===== src/swsfd_pkg.sv =====
// Shared types and constants for the single-wire sensor frame decoder.
`default_nettype none

package swsfd_pkg;

   localparam int FRAME_BITS  = 40;
   localparam int BIT_COUNT_W = 6;
   localparam int WORD_W      = 16;
   localparam int BYTE_W      = 8;
   localparam int CSR_INDEX_W = 1;
   localparam int CSR_DATA_W  = 16;

   localparam logic [WORD_W-1:0] RESPONSE_MIN_RESET  = 16'd400;
   localparam logic [WORD_W-1:0] BIT_THRESHOLD_RESET = 16'd276;

   typedef enum logic [1:0] {
      MODE_START    = 2'd0,
      MODE_EDGE     = 2'd1,
      MODE_OVERFLOW = 2'd2
   } mode_type;

   typedef enum logic [1:0] {
      STATUS_OK          = 2'd0,
      STATUS_NO_RESPONSE = 2'd1,
      STATUS_SHORT       = 2'd2,
      STATUS_CHECKSUM    = 2'd3
   } status_type;

   typedef enum logic [CSR_INDEX_W-1:0] {
      CSR_RESPONSE_MIN  = 1'b0,
      CSR_BIT_THRESHOLD = 1'b1
   } csr_index_type;

   typedef struct packed {
      logic [1:0]        mode;
      logic [WORD_W-1:0] interval;
   } item_type;

   typedef struct packed {
      logic [1:0]        status;
      logic [WORD_W-1:0] humidity;
      logic [WORD_W-1:0] temperature;
   } result_type;

   typedef struct packed {
      logic [WORD_W-1:0] response_min;
      logic [WORD_W-1:0] bit_threshold;
   } cfg_type;

endpackage

`default_nettype wire


===== src/swsfd_req_if.sv =====
// Request channel carrying start, edge interval and overflow items.
`default_nettype none

interface swsfd_req_if import swsfd_pkg::*; ();
   logic              valid;
   logic              ready;
   logic [1:0]        mode;
   logic [WORD_W-1:0] interval;

   modport source (output valid, mode, interval, input ready);
   modport sink   (input valid, mode, interval, output ready);
endinterface

`default_nettype wire


===== src/swsfd_rsp_if.sv =====
// Response channel carrying decoded read results.
`default_nettype none

interface swsfd_rsp_if import swsfd_pkg::*; ();
   logic              valid;
   logic              ready;
   logic [1:0]        status;
   logic [WORD_W-1:0] humidity;
   logic [WORD_W-1:0] temperature;

   modport source (output valid, status, humidity, temperature, input ready);
   modport sink   (input valid, status, humidity, temperature, output ready);
endinterface

`default_nettype wire


===== src/swsfd_core.sv =====
// Read sequencer: phase, bit counter, frame shift register and checksum.
`default_nettype none

module swsfd_core import swsfd_pkg::*; (
   input  wire logic       clock,
   input  wire logic       reset,
   input  wire logic       item_valid,
   input  wire item_type   item,
   input  wire cfg_type    cfg,
   output logic            res_valid,
   output result_type      res
);

   typedef enum logic [1:0] {
      PH_IDLE     = 2'd0,
      PH_RESPONSE = 2'd1,
      PH_DATA     = 2'd2
   } phase_type;

   phase_type               phase_ff, phase_in;
   logic [BIT_COUNT_W-1:0]  bit_count_ff, bit_count_in;
   logic [FRAME_BITS-1:0]   frame_shift_ff, frame_shift_in;
   logic                    data_bit;
   logic [FRAME_BITS-1:0]   shifted;
   logic [BIT_COUNT_W-1:0]  count_inc;
   logic [BYTE_W-1:0]       byte_sum;

   assign data_bit  = (item.interval > cfg.bit_threshold);
   assign shifted   = {frame_shift_ff[FRAME_BITS-2:0], data_bit};
   assign count_inc = bit_count_ff + BIT_COUNT_W'(1);
   // The checksum covers the frame as it stands after this bit is shifted in.
   assign byte_sum  = shifted[39:32] + shifted[31:24] + shifted[23:16] + shifted[15:8];

   always_comb begin
      phase_in       = phase_ff;
      bit_count_in   = bit_count_ff;
      frame_shift_in = frame_shift_ff;
      res_valid      = 1'b0;
      res            = '0;
      if (item_valid) begin
         unique case (item.mode)
            MODE_START: begin
               phase_in       = PH_RESPONSE;
               bit_count_in   = '0;
               frame_shift_in = '0;
            end
            MODE_EDGE, MODE_OVERFLOW: begin
               if (phase_ff == PH_RESPONSE) begin
                  if (item.mode == MODE_OVERFLOW) begin
                     phase_in   = PH_IDLE;
                     res_valid  = 1'b1;
                     res.status = STATUS_NO_RESPONSE;
                  end else if (item.interval < cfg.response_min) begin
                     phase_in   = PH_IDLE;
                     res_valid  = 1'b1;
                     res.status = STATUS_SHORT;
                  end else begin
                     phase_in       = PH_DATA;
                     bit_count_in   = '0;
                     frame_shift_in = '0;
                  end
               end else if (phase_ff == PH_DATA && item.mode == MODE_EDGE) begin
                  frame_shift_in = shifted;
                  bit_count_in   = count_inc;
                  if (count_inc >= BIT_COUNT_W'(FRAME_BITS)) begin
                     phase_in     = PH_IDLE;
                     bit_count_in = '0;
                     res_valid    = 1'b1;
                     if (byte_sum != shifted[7:0]) begin
                        res.status = STATUS_CHECKSUM;
                     end else begin
                        res.status      = STATUS_OK;
                        res.humidity    = shifted[39:24];
                        res.temperature = shifted[23:8];
                     end
                  end
               end
            end
            default: begin
            end
         endcase
      end
   end

   always_ff @(posedge clock) begin
      if (reset) begin
         phase_ff       <= PH_IDLE;
         bit_count_ff   <= '0;
         frame_shift_ff <= '0;
      end else begin
         phase_ff       <= phase_in;
         bit_count_ff   <= bit_count_in;
         frame_shift_ff <= frame_shift_in;
      end
   end

endmodule

`default_nettype wire


===== src/single_wire_sensor_frame_decoder_unit.sv =====
// Top level: input register, control registers, read sequencer and result register.
//
// The decoder takes one item per clock cycle while ready is high. An accepted item
// is held in an input register and goes through the read sequencer once the result
// register is free or being emptied. Any result it causes is written into the result
// register and from there offered on the response channel. The request side stays
// ready while a result waits, and drops ready only when both the input register and
// the result register are full and the response side is stalled.
// Control registers are written through csr_we, csr_index and csr_wdata.
`default_nettype none

module single_wire_sensor_frame_decoder_unit import swsfd_pkg::*; (
   input  wire logic                   clock,
   input  wire logic                   reset,
   swsfd_req_if.sink                   req_chan,
   swsfd_rsp_if.source                 rsp_chan,
   input  wire logic                   csr_we,
   input  wire logic [CSR_INDEX_W-1:0] csr_index,
   input  wire logic [CSR_DATA_W-1:0]  csr_wdata
);

   logic        in_valid_ff, in_valid_in;
   item_type    in_item_ff;
   logic        out_valid_ff, out_valid_in;
   result_type  out_ff;
   cfg_type     cfg_ff, cfg_in;
   logic        advance;
   logic        req_take;
   logic        core_valid;
   result_type  core_res;

   // The held item moves on when the result register is free or being emptied.
   assign advance  = in_valid_ff && (!out_valid_ff || rsp_chan.ready);
   assign req_chan.ready = !in_valid_ff || advance;
   assign req_take = req_chan.valid && req_chan.ready;

   assign in_valid_in  = req_take || (in_valid_ff && !advance);
   assign out_valid_in = advance ? core_valid : (out_valid_ff && !rsp_chan.ready);

   always_comb begin
      cfg_in = cfg_ff;
      if (csr_we) begin
         unique case (csr_index)
            CSR_RESPONSE_MIN:  cfg_in.response_min  = csr_wdata;
            CSR_BIT_THRESHOLD: cfg_in.bit_threshold = csr_wdata;
            default: begin
            end
         endcase
      end
   end

   swsfd_core u_core (
      .clock      (clock),
      .reset      (reset),
      .item_valid (advance),
      .item       (in_item_ff),
      .cfg        (cfg_ff),
      .res_valid  (core_valid),
      .res        (core_res)
   );

   always_ff @(posedge clock) begin
      if (reset) begin
         in_valid_ff          <= 1'b0;
         out_valid_ff         <= 1'b0;
         cfg_ff.response_min  <= RESPONSE_MIN_RESET;
         cfg_ff.bit_threshold <= BIT_THRESHOLD_RESET;
      end else begin
         in_valid_ff  <= in_valid_in;
         out_valid_ff <= out_valid_in;
         cfg_ff       <= cfg_in;
      end
      if (req_take) begin
         in_item_ff.mode     <= req_chan.mode;
         in_item_ff.interval <= req_chan.interval;
      end
      if (advance && core_valid) begin
         out_ff <= core_res;
      end
   end

   assign rsp_chan.valid       = out_valid_ff;
   assign rsp_chan.status      = out_ff.status;
   assign rsp_chan.humidity    = out_ff.humidity;
   assign rsp_chan.temperature = out_ff.temperature;

   // Back-pressure reaches the request side only when both registers are occupied.
   a_ready_only_when_full: assert property (@(posedge clock) disable iff (reset)
      !req_chan.ready |-> (in_valid_ff && out_valid_ff && !rsp_chan.ready))
      else $error("request side stalled with room in the pipeline");

   // A new result can only come from an item leaving the input register.
   a_result_from_advance: assert property (@(posedge clock) disable iff (reset)
      $rose(out_valid_ff) |-> $past(advance))
      else $error("result appeared without an item being processed");

   // The held item is only dropped after it was processed.
   a_item_not_lost: assert property (@(posedge clock) disable iff (reset)
      (in_valid_ff && !advance) |=> in_valid_ff)
      else $error("held item lost before processing");

endmodule

`default_nettype wire


===== src/flat_wrapper.sv =====
// flat-port wrapper written by rule: the top's interface ports become plain ports
module single_wire_sensor_frame_decoder_unit_flat import swsfd_pkg::*;
  (clock, reset, csr_we, csr_index, csr_wdata, req_chan_valid, req_chan_mode, req_chan_interval, req_chan_ready, rsp_chan_valid, rsp_chan_status, rsp_chan_humidity, rsp_chan_temperature, rsp_chan_ready);
  swsfd_req_if req_chan_i ();
  swsfd_rsp_if rsp_chan_i ();
  input  wire logic clock;
  input  wire logic reset;
  input  wire logic csr_we;
  input  wire logic [CSR_INDEX_W-1:0] csr_index;
  input  wire logic [CSR_DATA_W-1:0] csr_wdata;
  input wire logic [$bits(req_chan_i.valid)-1:0] req_chan_valid;
  input wire logic [$bits(req_chan_i.mode)-1:0] req_chan_mode;
  input wire logic [$bits(req_chan_i.interval)-1:0] req_chan_interval;
  output wire logic [$bits(req_chan_i.ready)-1:0] req_chan_ready;
  output wire logic [$bits(rsp_chan_i.valid)-1:0] rsp_chan_valid;
  output wire logic [$bits(rsp_chan_i.status)-1:0] rsp_chan_status;
  output wire logic [$bits(rsp_chan_i.humidity)-1:0] rsp_chan_humidity;
  output wire logic [$bits(rsp_chan_i.temperature)-1:0] rsp_chan_temperature;
  input wire logic [$bits(rsp_chan_i.ready)-1:0] rsp_chan_ready;
  assign req_chan_i.valid = req_chan_valid;
  assign req_chan_i.mode = req_chan_mode;
  assign req_chan_i.interval = req_chan_interval;
  assign req_chan_ready = req_chan_i.ready;
  assign rsp_chan_valid = rsp_chan_i.valid;
  assign rsp_chan_status = rsp_chan_i.status;
  assign rsp_chan_humidity = rsp_chan_i.humidity;
  assign rsp_chan_temperature = rsp_chan_i.temperature;
  assign rsp_chan_i.ready = rsp_chan_ready;
  single_wire_sensor_frame_decoder_unit u_core (.clock(clock), .reset(reset), .req_chan(req_chan_i), .rsp_chan(rsp_chan_i), .csr_we(csr_we), .csr_index(csr_index), .csr_wdata(csr_wdata));
endmodule

===== config.mk =====
export PLATFORM = sky130hd
export DESIGN_NAME = single_wire_sensor_frame_decoder_unit_flat
export DESIGN_NICKNAME = d
export VERILOG_FILES = /design/src/swsfd_pkg.sv /design/src/swsfd_req_if.sv /design/src/swsfd_rsp_if.sv /design/src/swsfd_core.sv /design/src/single_wire_sensor_frame_decoder_unit.sv /design/src/flat_wrapper.sv
export SDC_FILE = /design/constraint.sdc
export NUM_CORES = 1
export LEC_CHECK = 0
export BUFFER_PORTS_ARGS = -buffer_cell sky130_fd_sc_hd__buf_2
export CAP_MARGIN = 30
export CELL_PAD_IN_SITES_DETAIL_PLACEMENT = 0
export CELL_PAD_IN_SITES_GLOBAL_PLACEMENT = 1
export CORE_ASPECT_RATIO = 1.5
export CORE_UTILIZATION = 35
export CTS_BUF_LIST = sky130_fd_sc_hd__clkbuf_16
export CTS_CLUSTER_SIZE = 14
export DETAILED_ROUTE_END_ITERATION = 7
export HOLD_SLACK_MARGIN = 0.12
export PLACE_DENSITY = 0.75
export SLEW_MARGIN = 25
export SYNTH_ARGS = -nofsm -noshare
export SYNTH_HDL_FRONTEND = slang
export SYNTH_SLANG_ARGS = --single-unit

===== constraint.sdc =====
create_clock -name clock -period 7.2 [get_ports clock]
set_input_delay 0 -clock clock [delete_from_list [all_inputs] [get_ports clock]]
set_output_delay 0 -clock clock [all_outputs]
set_load 0.02 [all_outputs]

==> impl_results.md <==
* Status: finished clean
* Worst Hold Launch: reset
* Initial Util at 0.3576
* Total I/O pin count at 76
* Power per Cell Area at 226.7 nW/um^2
* Sequential fraction of the synthesis area at 0.4940
* Synthesis Warnings at 0
* Wire length per cell at 14.02 um
* WS Path Type: register to register
* Most common cell in the netlist: nand2_1
* Layout fillers at 1756
* Synthesized area per cell at 9.748 um^2
* Antenna diode count at 0
* Library cells used by synthesis at 50
* Area Growth Syn to Fin at 24.85%
* F_max at 255.4 MHz
* GP Congestion at 0.8429
* Std cell rows at 60
* Vias in the first global route at 4817
* Type of origin of the critical path: register
* Pre-antenna DRT Iters at 4
* Total core area at 18020 um^2
* Max-Cap Viols at 0
* WP data arrival at 4.20 ns
* Dpl hpwl at 9.401 mm
* Place WS at 3.309 ns
* CP startpoint: u_core.u_core.frame_shift_ff[8]
* Final Hold Fails at 0
* Die Wd at 112.8 um
* Multi-input logic area at 2934 um^2
* Max VDD drop at 0.1448 mV
* Syn_nets at 758
* Initial drt markers at 161
* Die Height at 168.2 um
* Depth of the CTS H-tree at 4
* GRT overflow at 0
* Antenna violations before repair at 0
* Via count of the routed design at 4835
* Synth Instances at 661
* Area leader, netlist: dfxtp_1
* Measured slew at the worst slew-check pin at 0.9067 ns
* Final worst-path cycle share at 0.5438
* Final ANT Viol Nets at 0
* Final TNS setup at 0 ns
* Min-delay worst type: input port to register
* Critical Path RT at 7.48 ns
* Synth top area cells: dfxtp_1 25%, edfxtp_1 24%, ha_1 8.3%
* Worst Setup Slack, final at 3.284 ns
* Worst Setup End Kind: register
* Largest net degree at the start of global routing at 82
* Clk buf depth at 2
* Layout cells sized above 1 at 0.1489
* Synth async-reset ratio at 0
* Vias per Instance at 4.821
* Worst-path clk slew at 0.06 ns
* GRT Total Usage at 0.1573
* Sink Count at 133
* Clk root buf: clkbuf_16
* DRC at 0
* Pins Over Slew Limit at 0
* Min Tclk post-route at 3.916 ns
* Reg area at 3183 um^2
* Detailed Route WL at 14.07 mm
* Clock Skew at 0.009135 ns
* CTS Buf Count at 17
* Worst Path Max Fanout at 32
* Max_slew headroom at 0.3955
* Post-synth EDFFs at 52
* First-pass GRT wire length at 23.07 mm
* NumNets Final at 870
* Leak at 3.047 nW
* Clock Latency Late Sink at 0.42 ns
* Final setup vio count at 0
* Register bit total from synthesis at 133
* I/O Buffers at 75
* RSZ-0062 raised after global routing: no
* Area share of the largest cell type after synthesis at 0.2517
* DP Cell Count at 925
* Reg-to-reg startpoint: u_core.u_core.frame_shift_ff[8]
* Top FF cell, synth: dfxtp_1
* Die area at 18970 um^2
* Synth top cells by count: 105 x nand2_1, 87 x a21oi_1, 81 x dfxtp_1
* Cell Count, Final, Fillers Out at 1003
* Post-synthesis cell area at 6444 um^2
* CTS tree: yes
==> state kept, by name (all words and copies together) (netlist names) <==
register,flops
u_core.u_core.bit_count_ff,6
u_core.in_valid_ff,1
u_core.rsp_chan.humidity,16
u_core.rsp_chan.status,2
u_core.u_core.phase_ff,2
u_core.u_core.frame_shift_ff,39
u_core.cfg_ff,32
u_core.rsp_chan.valid,1
u_core.in_item_ff,18
u_core.rsp_chan.temperature,16
==> final timing paths <==
| path | end | slack [ns] | cells after the start |
|---|---|---|---|
| min | u_core.in_valid_ff | 0.26 | 3 |
| max | u_core.rsp_chan.temperature[14] | 3.28 | 13 |
| min reg2reg | u_core.cfg_ff[1] | 0.45 | 2 |
| max reg2reg | u_core.rsp_chan.temperature[14] | 3.28 | 13 |
==> report_power, final <==
part	leakage (nW)	internal (mW)	total [mW]	switching, mW
clock	0.287	0.540	0.867	0.327
combinational	1.69	0.0641	0.146	0.0823
sequential	1.07	0.801	0.811	0.0101
==> cells by family after synthesis <==
kind of cell	after synthesis	share of synthesized area
flip-flops	133	0.4940
buffers and inverters	82	0.05340
XOR/XNOR	17	0.02311
AO/OA/AOI/OAI	173	0.1518
adder cells (fa/ha/maj)	57	0.1270
AND/OR/NAND/NOR	199	0.1507
==> worst max-delay path: stages, from the launching register on <==
cell     delay (ns)
dfxtp_1        0.34
fa_1           0.55
inv_1          0.06
fa_1           0.51
inv_1          0.04
ha_1           0.21
fa_1           0.41
a21o_1         0.20
a21oi_1        0.21
o21ai_1        0.11
xnor2_1        0.14
nor4_2         0.31
and4b_4        0.48
and2_1         0.18
==> through the flow <==
step / power, mW / hold slack [ns] / util / cell area [um^2]
final: 1.824 / 0.2650 / 0.4465 / 8045
after global routing: 1.896 / 0.2849 / 0.4465 / 8045
after CTS: 1.842 / 0.1970 / 0.4436 / 7993
after detailed placement: 0.9551 / 0.1781 / 0.3875 / 6982
after global placement: 0.9557 / 0.1780 / 0.3875 / 6982
after floorplan: 0.9111 / 0.09887 / - / 6444
==> per-layer routing <==
layer / GRT usage / vias up / wire, um
li1: - / 2495 / -
met1: 0.1645 / 2224 / 5781
met2: 0.2976 / 93 / 7573
met3: 0.03060 / 23 / 366
met4: 0.07420 / 0 / 345
met5: 0 / - / 0
==> area by class of cell <==
| cell class | count | area share |
|---|---|---|
| clock inverters | 15 | 0.02053 |
| flip-flops and latches | 133 | 0.3956 |
| repair buffers | 125 | 0.1092 |
| multi-input cells | 446 | 0.3647 |
| well taps | 217 | 0.03375 |
| clock buffers | 17 | 0.05288 |
| inverters | 50 | 0.02333 |
==> cells in the final DEF (no fill, tap or decap), types with 8 or more instances in the layout <==
cell,synthesis,routed
fa_1,14,14
nor2_1,11,10
clkbuf_16,0,17
xnor2_1,14,14
a21o_1,11,11
o21ai_1,45,45
nand2b_1,8,8
dlygate4sd3_1,0,43
buf_2,5,75
ha_1,43,43
dfxtp_1,81,81
a21oi_1,87,87
nand2_1,105,105
inv_1,50,51
and2_1,35,35
edfxtp_1,52,52
==> timing repair <==
item                                    CTS  global route
buffers inserted                          0             0
resized for setup                         0             0
hold buffers                             42             1
endpoints found under the setup margin    0             0
endpoints found under the hold margin    52             4
No activity file was read; power rests on OpenSTA's default activity.
